File: src/rtl/core/glos_pkg.sv
// ----------------------------------------------------------------------------
// glos_pkg: shared types and codes for the grid line-of-sight block
//
// Holds the transaction mode codes, the unit step codes and the status
// struct that the line walker hands to the sequencer.
// ----------------------------------------------------------------------------
package glos_pkg;

  // Transaction modes
  localparam logic MODE_WRITE = 1'b0;
  localparam logic MODE_QUERY = 1'b1;

  // Two's complement unit step codes
  localparam logic [1:0] STEP_ZERO = 2'b00;
  localparam logic [1:0] STEP_POS  = 2'b01;
  localparam logic [1:0] STEP_NEG  = 2'b11;

  // Walker status towards the sequencer
  typedef struct packed {
    logic       arrive;   // next position is the end cell
    logic [1:0] step_x;   // x part of the next unit step
    logic [1:0] step_y;   // y part of the next unit step
  } walk_sts_t;

endpackage

File: src/rtl/core/glos_walk.sv
// ----------------------------------------------------------------------------
// glos_walk: Bresenham line stepper
//
// Holds the current position and error term of one line and takes one unit
// step per cycle on request. The next position is presented ahead of the
// step so that the bitmap read can be issued in the same cycle.
// ----------------------------------------------------------------------------
module glos_walk import glos_pkg::*; #(
  parameter int unsigned COORD_BITS = 6
) (
  input  logic                         clk_i,
  input  logic                         rst_ni,
  input  logic                         load_i,
  input  logic                         step_i,
  input  logic signed [COORD_BITS-1:0] from_x_i,
  input  logic signed [COORD_BITS-1:0] from_y_i,
  input  logic signed [COORD_BITS-1:0] to_x_i,
  input  logic signed [COORD_BITS-1:0] to_y_i,
  output logic signed [COORD_BITS-1:0] nxt_x_o,
  output logic signed [COORD_BITS-1:0] nxt_y_o,
  output walk_sts_t                    sts_o
);

  // Error term width: covers dx + dy and the running error with margin
  localparam int unsigned ErrBits = COORD_BITS + 3;

  logic signed [COORD_BITS-1:0] x_q, y_q, end_x_q, end_y_q;
  logic signed [ErrBits-1:0]    err_q, dx_q, dy_q;
  logic                         sx_neg_q, sy_neg_q;

  logic signed [ErrBits-1:0]    diff_x, diff_y, abs_x, abs_y, err_d;
  logic signed [ErrBits:0]      e2;
  logic                         move_x, move_y;
  logic signed [COORD_BITS-1:0] nxt_x, nxt_y;

  // Set up deltas from the endpoints
  always_comb begin
    diff_x = ErrBits'(to_x_i) - ErrBits'(from_x_i);
    diff_y = ErrBits'(to_y_i) - ErrBits'(from_y_i);
    abs_x  = diff_x[ErrBits-1] ? -diff_x : diff_x;
    abs_y  = diff_y[ErrBits-1] ? -diff_y : diff_y;
  end

  // One Bresenham step
  always_comb begin
    e2     = {err_q, 1'b0};
    move_x = e2 >= (ErrBits+1)'(dy_q);
    move_y = e2 <= (ErrBits+1)'(dx_q);
    err_d  = err_q;
    nxt_x  = x_q;
    nxt_y  = y_q;
    if (move_x) begin
      err_d = err_d + dy_q;
      nxt_x = sx_neg_q ? x_q - 1'b1 : x_q + 1'b1;
    end
    if (move_y) begin
      err_d = err_d + dx_q;
      nxt_y = sy_neg_q ? y_q - 1'b1 : y_q + 1'b1;
    end
  end

  // Hold the line state; load on a new query, advance on request
  always_ff @(posedge clk_i or negedge rst_ni) begin
    if (!rst_ni) begin
      x_q      <= '0;
      y_q      <= '0;
      end_x_q  <= '0;
      end_y_q  <= '0;
      err_q    <= '0;
      dx_q     <= '0;
      dy_q     <= '0;
      sx_neg_q <= 1'b0;
      sy_neg_q <= 1'b0;
    end else if (load_i) begin
      x_q      <= from_x_i;
      y_q      <= from_y_i;
      end_x_q  <= to_x_i;
      end_y_q  <= to_y_i;
      dx_q     <= abs_x;
      dy_q     <= -abs_y;
      err_q    <= abs_x - abs_y;
      sx_neg_q <= !(from_x_i < to_x_i);
      sy_neg_q <= !(from_y_i < to_y_i);
    end else if (step_i) begin
      x_q   <= nxt_x;
      y_q   <= nxt_y;
      err_q <= err_d;
    end
  end

  assign nxt_x_o       = nxt_x;
  assign nxt_y_o       = nxt_y;
  assign sts_o.arrive  = (nxt_x == end_x_q) && (nxt_y == end_y_q);
  assign sts_o.step_x  = !move_x ? STEP_ZERO : (sx_neg_q ? STEP_NEG : STEP_POS);
  assign sts_o.step_y  = !move_y ? STEP_ZERO : (sy_neg_q ? STEP_NEG : STEP_POS);

endmodule

File: config.mk
export PLATFORM = sky130hd
export DESIGN_NAME = glos_walk
export DESIGN_NICKNAME = d
export VERILOG_FILES = /design/src/rtl/core/glos_pkg.sv /design/src/rtl/core/glos_walk.sv
export SDC_FILE = /design/constraint.sdc
export NUM_CORES = 1
export LEC_CHECK = 0
export ABC_AREA = 1
export BUFFER_PORTS_ARGS = -buffer_cell sky130_fd_sc_hd__buf_2
export CAP_MARGIN = 20
export CORE_MARGIN = 2
export CORE_UTILIZATION = 60
export CTS_CLUSTER_SIZE = 25
export DETAILED_ROUTE_END_ITERATION = 8
export MAX_ROUTING_LAYER = met4
export PLACE_DENSITY = 0.77
export SETUP_SLACK_MARGIN = 0.2
export SLEW_MARGIN = 30
export SYNTH_ARGS = -nofsm -noshare
export SYNTH_HDL_FRONTEND = slang
export SYNTH_SLANG_ARGS = --single-unit
File: constraint.sdc
create_clock -name clk_i -period 3.9 [get_ports clk_i]
set_clock_uncertainty 0.2 [all_clocks]
set_input_delay 0.585 -clock clk_i [delete_from_list [all_inputs] [get_ports clk_i]]
set_output_delay 0.585 -clock clk_i [all_outputs]
set_load 0.01 [all_outputs]
Word-level counts from Yosys, hierarchy flattened
Index checks and enable logic that the tools add are counted.
{ "totals": {"reg_bits": 53, "latchBits": 0, "ramBits": 0, "romBits": 0, "inputBits": 28, "out_inout_bits": 17, "n_memories": 0} }
{ "op_classes": {"n_addsub": 12, "multipliers": 0, "n_div": 0, "magnitude_cmp": 4, "eq_ne": 2, "shifts": 0, "mux": 18, "bitwise_logic": 0, "reduce_logical": 4} }
{ "ops": {"columns": ["op", "count"], "rows": [
  ["$mux W9", 6],
  ["$mux W6", 8],
  ["$add A9 B9 Y9", 2],
  ["$neg A7 Y9", 2],
  ["$sub A6 B6 Y7", 2],
  ["$add A6 B1 Y6 const B", 2],
  ["$eq A6 B6 Y1", 2],
  ["$lt A6 B6 Y1", 2],
  ["$sub A6 B1 Y6 const B", 2],
  ["$ge A10 B9 Y1", 1],
  ["$le A10 B9 Y1", 1],
  ["$neg A9 Y9", 1],
  ["$sub A9 B9 Y9", 1],
  ["$mux W2", 4],
  ["$logic_not A1 Y1", 2],
  ["$reduce_bool A2 Y1", 1],
  ["$logic_and A1 B1 Y1", 1]
]} }

Logic depth before layout (Yosys ltp)
Gate-level depths: netlist (run 1).
{ "logic_depth": {"depth_word": 6, "depth_mapped": 26, "ltp_nobuf": 25} }

Least setup slack after synthesis (run 1)
OpenSTA, ideal clock, no wires.
{ "synth_timing": {"path_kind": "input-to-reg", "startpoint": "in to_x_i[0]", "endpoint": "reg err_q[8]", "setup_ns": 0.077, "arrival_time_ns": 3.297, "required_time_ns": 3.623, "slack_ns": 0.326, "path_stages": 22, "cell_sequence": "inv_1 ha_1 inv_1 fa_1 inv_1 o21ai_0 a21oi_1 nand3_1 o21ai_1 o21ai_0 fa_1 nand3_1 nand2_1 nand2_1 nand2_1 a21oi_1 nor2_1 o21ai_0 nand2_1 nand2_1 inv_1 a21oi_1"} }
{ "synth_between": {"elab_chain_len": 5} }
{ "synth_lines": {"columns": ["item", "line_no", "text"], "rows": [
  ["start: declaration", "glos_walk.sv:17", "input logic signed [COORD_BITS-1:0] to_x_i,"],
  ["$sub A6 B6 Y7 (*)", "glos_walk.sv:38", "diff_x = ErrBits'(to_x_i) - ErrBits'(from_x_i);"],
  ["$neg A7 Y9", "glos_walk.sv:40", "abs_x = diff_x[ErrBits-1] ? -diff_x : diff_x;"],
  ["$mux W9 (*)", "glos_walk.sv:40", null],
  ["net abs_x[1]", "glos_walk.sv:31", "logic signed [ErrBits-1:0] diff_x, diff_y, abs_x, abs_y, err_d;"],
  ["$sub A9 B9 Y9 (*)", "glos_walk.sv:81", "err_q <= abs_x - abs_y;"],
  ["$mux W9 (*)", "glos_walk.sv:74", "end else if (load_i) begin"],
  ["end signal: assignment", "glos_walk.sv:81", null],
  ["end signal: assignment", "glos_walk.sv:87", "err_q <= err_d;"],
  ["end: declaration", "glos_walk.sv:28", "logic signed [ErrBits-1:0] err_q, dx_q, dy_q;"]
]} }
Mark *: on every way through the listed nets, which the timed path passes. The rest lies on a longest branch.
A chain may end at the register's enable or synchronous reset.

==> flow_summary_export.csv, run 1 <==
group,metric,value,unit
finish,fin_util,72.7,%
routing,vias,5419,
power_and_ir_drop,cellPowerDensity,841,nW/µm²
sta,slew_violations,0,
power_and_ir_drop,switching_share,53.0,%
hold_path,hp-class,"in2async",
critical_path,cp_top_family,"simple AND/OR/NAND/NOR gates",
global_route,grt_first_pass_wirelength,24.3,mm
sta,rsz0062_at_grt,"yes",
yosys,synth-edff-count,0,
routing,first_pass_iters,5,
sta,finalCriticalPeriod,3.65,ns
routing,drt_iter0_drc,261,
yosys,yosysWarnings,0,
global_route,first_global_vias,5228,
critical_path,crit_path_cell_trace,"buf_4 > ha_4 > nand2_2 > nor2_4 > nand3_2 > nand3_2 > nand2_4 > nand3_4 > buf_4 > nand2_2 > nand3_1 > nand2_1 > nor3_2 > nand3_1 > nor2_1 > buf_2",
power_and_ir_drop,p_int,2.53,mW
finish,layout-drive-gt1-share,19.4,%
cts,postCtsHoldBufs,0,
sta,max_freq,274,MHz
sta,slew_headroom,43.1,%
place,preCtsSetupSlack,-0.0747,ns
sta,timing.final.ws_setup,0.250,ns
floorplanning,die_w,99.8,µm
routing,ant_nets,0,
cts,clk_latency,0.32,ns
finish,finish.net_count,955,
finish,mostFrequentLayoutCells,"nand2_1 (181), inv_1 (133), ha_1 (61)",
yosys,ys_seq_area_share,24.1,%
floorplanning,core_area,8810,µm²
critical_path,startpoint_type,"flip-flop",
floorplanning,start_util,62.6,%
routing,drt-vias-per-instance,5.63,
global_route,gr-total-overflow,0,
power_and_ir_drop,p_leak,3.43,nW
outcome,status,"finished, final reports clean",
cts,htree_levels,2,
floorplanning,die_y,99.8,µm
power_and_ir_drop,seqPwrFrac,15.5,%
cts,cts.reportedPaths.clkPinSlew,0.10,ns
routing,post_drt_wl_per_cell,15.7,µm
critical_path,critPathRequiredTime,3.12,ns
power_and_ir_drop,p_sw,2.86,mW
sta,tightest_slew,0.853,ns
yosys,syn-num-nets,884,
sta,tns,0,ns
critical_path,slowest_delay,0.44,ns
finish,layout_commonest_cell,"nand2_1",
run,maxCapViolCount,0,
yosys,ys.flop_type,"dfrtp_1",
yosys,synth_top_area_cell,"dfrtp_1",
sta,setup_viol,0,
routing,drcViolationCount,0,
power_and_ir_drop,pwr-share-clk,6.0,%
place,gp_congestion,0.913,
power_and_ir_drop,combinationalPowerShare,78.5,%
global_route,grt_use_total,31.3,%
place,io_buffers,44,
sta,hold_ws,0.110,ns
finish,antenna_cells,0,
finish,area_delta_synth_final,16.3,%
cts,cts_tree,"yes",
yosys,yosys-top-cells-area,"dfrtp_1 (24%), ha_1 (15%), nand2_1 (13%), inv_1 (9.1%), nand3_1 (4.1%)",
yosys,synth_cell_types,46,
cts,cts.sink_count,53,
cts,cts.path.max_buffers,2,
floorplanning,placementRows,34,
place,place_hpwl,11.3,mm
cts,root_buffer,"clkbuf_8",
sta,finalHoldViolCount,0,
critical_path,critPathSlowestCell,"dfrtp_1",
yosys,syn_area,5510,µm²
critical_path,cp-end-kind,"output pin",
yosys,syn_avg_cell_area,7.04,µm²
yosys,synth_top_area_share,24.1,%
floorplanning,design.portCount,45,
sta,finalCritPeriodShare,93.6,%
critical_path,crit_fanout,7,
global_route,grt_max_degree,65,
routing,detail_route.wirelength,15.1,mm
yosys,netlist_instances,782,
power_and_ir_drop,ir_worst_vdd,0.536,mV
global_route,antenna_found_initial,0,
yosys,synthArstFlopShare,100,%
critical_path,critPathKind,"reg2out",
yosys,ys_seq_elements,53,
floorplanning,die_area,9960,µm²
cts,cts_made_buffers,5,
critical_path,cp.arrival,2.86,ns
critical_path,crit_buf_inv,3,
-- layout make-up --
type / instances / area, µm²
clock buffer: 8 / 80.1
fill: 726 / 2400
inverter: 140 / 538
multi-input combinational: 570 / 3800
sequential: 53 / 1330
tap: 108 / 135
timing repair buffer: 83 / 517
-- state kept, by name (all words and copies together), names as in the netlist, 6 cells and up --
name,count
err_q,9
end_y_q,6
end_x_q,6
dx_q,9
dy_q,9
x_q,6
y_q,6
-- cells in the mapped netlist, drive strengths merged (2+ instances only) --
cell type / number
a21o: 4
xor2: 21
o21bai: 3
buf: 8
clkbuf: 11
nand4: 14
a31oi: 4
dfrtp: 53
nand2: 202
o211ai: 5
ha: 67
nand3b: 2
o221ai: 7
xnor2: 15
a22oi: 4
a21oi: 46
conb: 2
o22ai: 3
o21ai: 64
nor2: 38
fa: 7
nand3: 50
inv: 140
nor3: 8
-- stage by stage --
stage | total power [mW] | area, µm² | std cells
2_1_floorplan | 3.54 | 5510 | 782
5_1_grt | 5.87 | 6400 | 962
4_1_cts | 4.85 | 6010 | 942
6_report | 5.39 | 6400 | 962
3_5_place_dp | 4.43 | 5880 | 931
3_3_place_gp | 4.26 | 5880 | 931
-- power by group through the flow --
stage / Sequential [mW] / Clock (mW) / Combinational, mW
2_1_floorplan: 0.808 / 0 / 2.74
3_3_place_gp: 0.835 / 0 / 3.43
3_5_place_dp: 0.843 / 0 / 3.59
4_1_cts: 0.832 / 0.329 / 3.68
5_1_grt: 0.850 / 0.348 / 4.67
6_report: 0.834 / 0.325 / 4.23
-- per-layer routing --
metal / track usage [%] / up-vias / share of wire (%)
li1: - / 2686 / -
met1: 38.0 / 2493 / 42
met2: 51.9 / 197 / 48
met3: 4.18 / 43 / 6.1
met4: 14.4 / 0 / 3.6
met5: - / - / 0
-- path summary, 6_finish.rpt --
kind / start / to / slack, ns / cells past startpoint
worst min-delay path: rst_ni / err_q[8]$_DFFE_PN0P_ / 0.11 / 1
worst max-delay path: err_q[8]$_DFFE_PN0P_ / sts_o[4] / 0.25 / 16
worst min register to register: dy_q[3]$_DFFE_PN0P_ / dy_q[3]$_DFFE_PN0P_ / 0.34 / 2
worst max register to register: err_q[3]$_DFFE_PN0P_ / err_q[8]$_DFFE_PN0P_ / 0.36 / 24
max in group asynchronous: rst_ni / dx_q[1]$_DFFE_PN0P_ / 2.58 / 2
min in group clk_i: from_y_i[4] / y_q[4]$_DFFE_PN0P_ / 0.29 / 3
-- repair_timing --
item,4_1_cts,5_1_grt
endpoints found under the setup margin,3,6
pin swaps,1,16
gates resized for setup,5,57
cloned,0,0
buffers inserted,3,20
-- cell families (layout without fill, tap and decap cells) --
group | after synthesis | after routing | share of synthesized area (%)
flops | 53 | 53 | 24.1
other cells | 2 | 2 | 0.136
simple gates | 315 | 315 | 25.5
buf+inv | 159 | 231 | 11.4
fa+ha+maj | 74 | 74 | 17.8
xor+xnor | 36 | 36 | 6.00
compound gates | 143 | 143 | 15.1
(Power assumes the default switching activity.)
==> run 2, diff against run 1 <==
--- a/config.mk
+++ b/config.mk
@@ -13,7 +13,7 @@
 export CTS_CLUSTER_SIZE = 25
 export DETAILED_ROUTE_END_ITERATION = 8
 export MAX_ROUTING_LAYER = met4
-export PLACE_DENSITY = 0.77
+export PLACE_DENSITY = 0.89
 export SETUP_SLACK_MARGIN = 0.2
 export SLEW_MARGIN = 30
 export SYNTH_ARGS = -nofsm -noshare
==> run 2 against run 1 <==
Against the previous run:
- global-route usage up 1.3 points
- worst setup slack lost 0.039 ns
- combinational power is 2% higher
- register-to-register slack improved by 0.06 ns
- critical path depth up 9
- the flow now finishes with violations (design-rule violations)
- critical endpoint is now err_q[8]$_DFFE_PN0P_
==> flow_summary_export.csv, run 2 (synthesized netlist as in run 1, its figures left out) <==
group,metric,value,unit
outcome,status,"finished with violations",
outcome,violations,"design-rule violations",
hold_path,hp-class,"in2async",
sta,finalCriticalPeriod,3.69,ns
routing,first_pass_iters,8,
cts,postCtsHoldBufs,0,
sta,slew_violations,0,
finish,fillers,632,
routing,drt_iter0_drc,472,
global_route,first_global_vias,5524,
finish,layout-drive-gt1-share,20.6,%
finish,mostFrequentLayoutCells,"nand2_1 (184), inv_1 (131), ha_1 (58)",
cts,clk_latency,0.31,ns
routing,drcViolationCount,1,
finish,largestRegisters,"dx_q x9, dy_q x9, err_q x9",
floorplanning,die_area,9960,µm²
sta,hold_ws,0.0603,ns
critical_path,critPathMostFrequentCell,"nand2_1",
cts,htree_levels,2,
critical_path,critPathKind,"in2reg",
place,io_buffers,44,
cts,cts.reportedPaths.clkPinSlew,0.10,ns
power_and_ir_drop,p_leak,3.45,nW
routing,vias,5764,
cts,root_buffer,"clkbuf_8",
routing,ant_nets,0,
global_route,antenna_found_initial,0,
power_and_ir_drop,ir_worst_vdd,0.499,mV
power_and_ir_drop,cellPowerDensity,849,nW/µm²
power_and_ir_drop,finalPower,5.51,mW
floorplanning,core_area,8810,µm²
floorplanning,die_w,99.8,µm
finish,antenna_cells,0,
critical_path,cp-end-kind,"flip-flop",
global_route,gr-total-overflow,0,
run,maxCapViolCount,0,
sta,max_freq,271,MHz
sta,tightest_slew,0.860,ns
critical_path,critPathRequiredTime,3.94,ns
place,gp_congestion,0.992,
cts,cts_made_buffers,5,
sta,slew_headroom,42.6,%
cts,cts.path.max_buffers,2,
sta,setup_viol,0,
floorplanning,die_y,99.8,µm
cts,cts_tree,"yes",
place,place_hpwl,11.4,mm
floorplanning,placementRows,34,
critical_path,critPathSlowestCell,"fa_1",
global_route,grt_first_pass_wirelength,25.4,mm
cts,cts.sink_count,53,
critical_path,crit_fanout,8,
critical_path,cp.arrival,3.73,ns
floorplanning,start_util,62.6,%
finish,finish.net_count,953,
sta,finalHoldViolCount,0,
finish,area_delta_synth_final,18.0,%
floorplanning,design.portCount,45,
critical_path,startpoint_type,"primary input",
global_route,grt_max_degree,65,
sta,rsz0062_at_grt,"no",
finish,layout_commonest_cell,"nand2_1",
routing,drt-vias-per-instance,6.01,
sta,finalCritPeriodShare,94.6,%
routing,post_drt_wl_per_cell,16.8,µm
critical_path,slowest_delay,0.41,ns
routing,detail_route.wirelength,16.1,mm
global_route,grt_use_total,32.5,%
[run 2: metal layers]
metal	GRT usage [%]	wire length [µm]	vias up
met3	4.11	1250	92
li1	-	-	2683
met4	12.9	862	0
met2	55.7	7800	337
met1	39.2	6210	2652
met5	-	0	-
[run 2: worst paths after layout]
kind	start	end	slack [ns]	cells after the start
setup reg to reg	err_q[7]$_DFFE_PN0P_	err_q[7]$_DFFE_PN0P_	0.42	20
hold / removal	rst_ni	end_x_q[3]$_DFFE_PN0P_	0.06	1
min in group clk_i	from_x_i[3]	x_q[3]$_DFFE_PN0P_	0.30	3
setup / recovery	to_y_i[0]	err_q[8]$_DFFE_PN0P_	0.21	25
hold reg to reg	dy_q[6]$_DFFE_PN0P_	dy_q[6]$_DFFE_PN0P_	0.35	2
max in group asynchronous	rst_ni	err_q[3]$_DFFE_PN0P_	2.78	2
[run 2: area by class of cell]
| cell class | instances | area, µm² | area share (%) |
|---|---|---|---|
| Multi-Input combinational cell | 571 | 3890 | 59.9 |
| Sequential cell | 53 | 1330 | 20.5 |
| Inverter | 140 | 533 | 8.20 |
| Timing Repair Buffer | 80 | 517 | 7.95 |
| Tap cell | 108 | 135 | 2.08 |
| Clock buffer | 7 | 86.3 | 1.33 |
[run 2: worst max-delay path, delay by kind of cell]
| family | cells | cell delay, ns |
|---|---|---|
| AO/OA/AOI/OAI | 5 | 0.77 |
| adder cells (fa/ha/maj) | 3 | 0.94 |
| buffers and inverters | 5 | 0.40 |
| AND/OR/NAND/NOR | 12 | 1.03 |
[run 2: timing repair]
item	CTS	global route
buffers inserted	3	19
hold endpoints to repair	0	0
pin swaps	1	21
gates cloned	1	0
endpoints found under the setup margin	4	5
resized for setup	7	69
[run 2: through the flow]
stage	setup TNS [ns]	std cells	setup slack [ns]	utilization, %	cell area, µm²
finish	0	959	0.211	73.8	6500
global route	0	959	0.0199	73.8	6500
CTS	0	940	0.187	68.2	6010
detailed placement	-0.279	929	-0.133	66.7	5870
global placement	0	929	0.0451	66.6	5870
floorplan	0	782	0.326	-	5510
[run 2: power by group]
part	internal [mW]	total [mW]	switching, mW
clock network	0.142	0.332	0.190
registers	0.691	0.849	0.158
logic	1.74	4.33	2.59
==> run 3, diff against run 2 <==
--- a/config.mk
+++ b/config.mk
@@ -10,6 +10,8 @@
 export CAP_MARGIN = 20
 export CORE_MARGIN = 2
 export CORE_UTILIZATION = 60
+export CTS_BUF_LIST = sky130_fd_sc_hd__clkbuf_8
+export CTS_CLUSTER_DIAMETER = 100
 export CTS_CLUSTER_SIZE = 25
 export DETAILED_ROUTE_END_ITERATION = 8
 export MAX_ROUTING_LAYER = met4
==> run 3 against run 2 <==
Against the previous run:
- via count decreased by 0.94%
- flip-flop and latch count unchanged
- register-to-register slack got worse by 0.04 ns
- fmax increased by 0.69%
- first-iteration DRC count decreased by 3.6%
- combinational power about the same
- the run now ends clean
- largest cell class unchanged
- non-clock buffer count unchanged
- largest power group unchanged
==> flow_summary_export.csv, run 3 (synthesized netlist as in run 1, its figures left out) <==
group,metric,value,unit
cts,clk_latency,0.32,ns
power_and_ir_drop,pwr-share-clk,6.0,%
cts,cts.reportedPaths.clkPinSlew,0.10,ns
global_route,grt_use_total,32.5,%
finish,area_delta_synth_final,18.0,%
sta,tightest_slew,0.859,ns
routing,drcViolationCount,0,
power_and_ir_drop,switching_share,53.4,%
critical_path,r2r_cells,22,
sta,rsz0062_at_grt,"no",
cts,root_buffer,"clkbuf_8",
power_and_ir_drop,p_int,2.57,mW
power_and_ir_drop,combinationalPowerShare,78.6,%
cts,htree_levels,2,
finish,antenna_cells,0,
power_and_ir_drop,cellPowerDensity,850,nW/µm²
finish,mostFrequentLayoutCells,"nand2_1 (184), inv_1 (132), ha_1 (58)",
outcome,status,"finished, final reports clean",
sta,slew_violations,0,
global_route,grt_first_pass_wirelength,25.4,mm
power_and_ir_drop,p_leak,3.46,nW
power_and_ir_drop,p_sw,2.95,mW
sta,slew_headroom,42.7,%
finish,layout-drive-gt1-share,20.6,%
run,maxCapViolCount,0,
routing,vias,5710,
routing,first_pass_iters,6,
floorplanning,core_area,8810,µm²
finish,layout_commonest_cell,"nand2_1",
sta,max_freq,273,MHz
finish,finish.net_count,953,
place,dp_cells,929,
place,gp_congestion,0.992,
power_and_ir_drop,ir_worst_vdd,0.499,mV
place,io_buffers,44,
finish,fillers,632,
finish,seqCellArea,1330,µm²
global_route,antenna_found_initial,0,
routing,ant_nets,0,
finish,multi_input_area,3890,µm²
sta,finalCritPeriodShare,93.9,%
critical_path,r2r_end,"err_q[7]$_DFFE_PN0P_",
routing,drt-vias-per-instance,5.95,
sta,setup_viol,0,
critical_path,cp-end-kind,"flip-flop",
cts,cts.path.max_buffers,2,
power_and_ir_drop,seqPwrFrac,15.4,%
floorplanning,design.portCount,45,
cts,cts_tree,"yes",
critical_path,r2r_start,"err_q[3]$_DFFE_PN0P_",
critical_path,cp.arrival,3.71,ns
finish,largestRegisters,"dx_q x9, dy_q x9, err_q x9",
critical_path,rrSetupSlack,0.38,ns
place,place_hpwl,11.4,mm
floorplanning,die_w,99.8,µm
critical_path,critPathKind,"in2reg",
floorplanning,die_y,99.8,µm
floorplanning,die_area,9960,µm²
routing,post_drt_wl_per_cell,16.9,µm
critical_path,crit_fanout,5,
global_route,gr-total-overflow,0,
critical_path,startpoint_type,"primary input",
critical_path,startpoint,"to_x_i[0]",
cts,cts.sink_count,53,
floorplanning,placementRows,34,
sta,finalHoldViolCount,0,
global_route,first_global_vias,5524,
routing,drt_iter0_drc,455,
critical_path,endpoint,"err_q[8]$_DFFE_PN0P_",
finish,layout.cells.non_filler,959,
critical_path,critPathRequiredTime,3.95,ns
sta,finalCriticalPeriod,3.66,ns
finish,fin_util,73.8,%
floorplanning,start_util,62.6,%
routing,detail_route.wirelength,16.2,mm
hold_path,hp-class,"in2async",
cts,cts_made_buffers,5,
global_route,grt_max_degree,65,
## run 3: per-stage QoR
step / setup TNS, ns / hold slack, ns / instance area (µm²) / setup slack [ns] / total power [mW]
CTS: 0 / 0.0896 / 6010 / 0.187 / 4.86
global route: 0 / 0.107 / 6500 / 0.0199 / 5.99
global placement: 0 / 0.306 / 5870 / 0.0451 / 4.23
floorplan: 0 / 0.0894 / 5510 / 0.326 / 3.54
detailed placement: -0.279 / 0.317 / 5870 / -0.133 / 4.41
finish: 0 / 0.0627 / 6500 / 0.236 / 5.52
## run 3: final cells by class
cell class | count | area share [%]
flip-flops and latches | 53 | 20.5
well taps | 108 | 2.08
inverters | 140 | 8.20
clock inverters | 1 | 0.0578
multi-input cells | 571 | 59.9
repair buffers | 80 | 7.95
clock buffers | 6 | 1.27
## run 3: layer usage
layer	wire [µm]	global-route usage, %	up-vias
li1	-	-	2676
met1	6190	39.2	2610
met2	7740	55.7	330
met3	1340	4.11	94
met4	915	12.9	0
met5	0	-	-
## run 3: critical path, cell delays in order
cell     delay [ns]
buf_2          0.11
inv_1          0.06
ha_2           0.19
inv_1          0.06
fa_2           0.33
inv_1          0.08
o21ai_1        0.08
a21oi_1        0.17
nand3_1        0.14
o21ai_4        0.13
nand2_2        0.11
xor2_2         0.21
ha_4           0.25
a21oi_2        0.13
nand2_1        0.08
nand2_1        0.06
nand2_1        0.08
a21oi_2        0.18
nor2_1         0.10
o21ai_0        0.21
nand2_1        0.09
nand2_1        0.09
inv_2          0.06
a21oi_2        0.13
## run 3: worst min-delay path by stage
stage / start / end / slack [ns] / cells past startpoint
5_1_grt: rst_ni / end_x_q[3]$_DFFE_PN0P_ / 0.11 / 1
3_3_place_gp: dx_q[0]$_DFFE_PN0P_ / dx_q[0]$_DFFE_PN0P_ / 0.31 / 2
6_report: rst_ni / end_x_q[3]$_DFFE_PN0P_ / 0.06 / 1
4_1_cts: rst_ni / end_x_q[3]$_DFFE_PN0P_ / 0.09 / 1
2_1_floorplan: rst_ni / dx_q[0]$_DFFE_PN0P_ / 0.09 / 0
3_5_place_dp: dx_q[4]$_DFFE_PN0P_ / dx_q[4]$_DFFE_PN0P_ / 0.32 / 2
## run 3: power groups by stage
stage,combinational [mW],clock [mW],sequential (mW)
2_1_floorplan,2.74,0,0.808
4_1_cts,3.70,0.328,0.829
3_3_place_gp,3.40,0,0.831
3_5_place_dp,3.57,0,0.840
5_1_grt,4.78,0.351,0.862
6_report,4.34,0.333,0.849
## run 3: timing repair
item,CTS,global route
gates cloned,1,0
resized for setup,7,69
pin swaps,1,21
setup endpoints to repair,4,5
buffers inserted,3,19
hold buffers,0,0
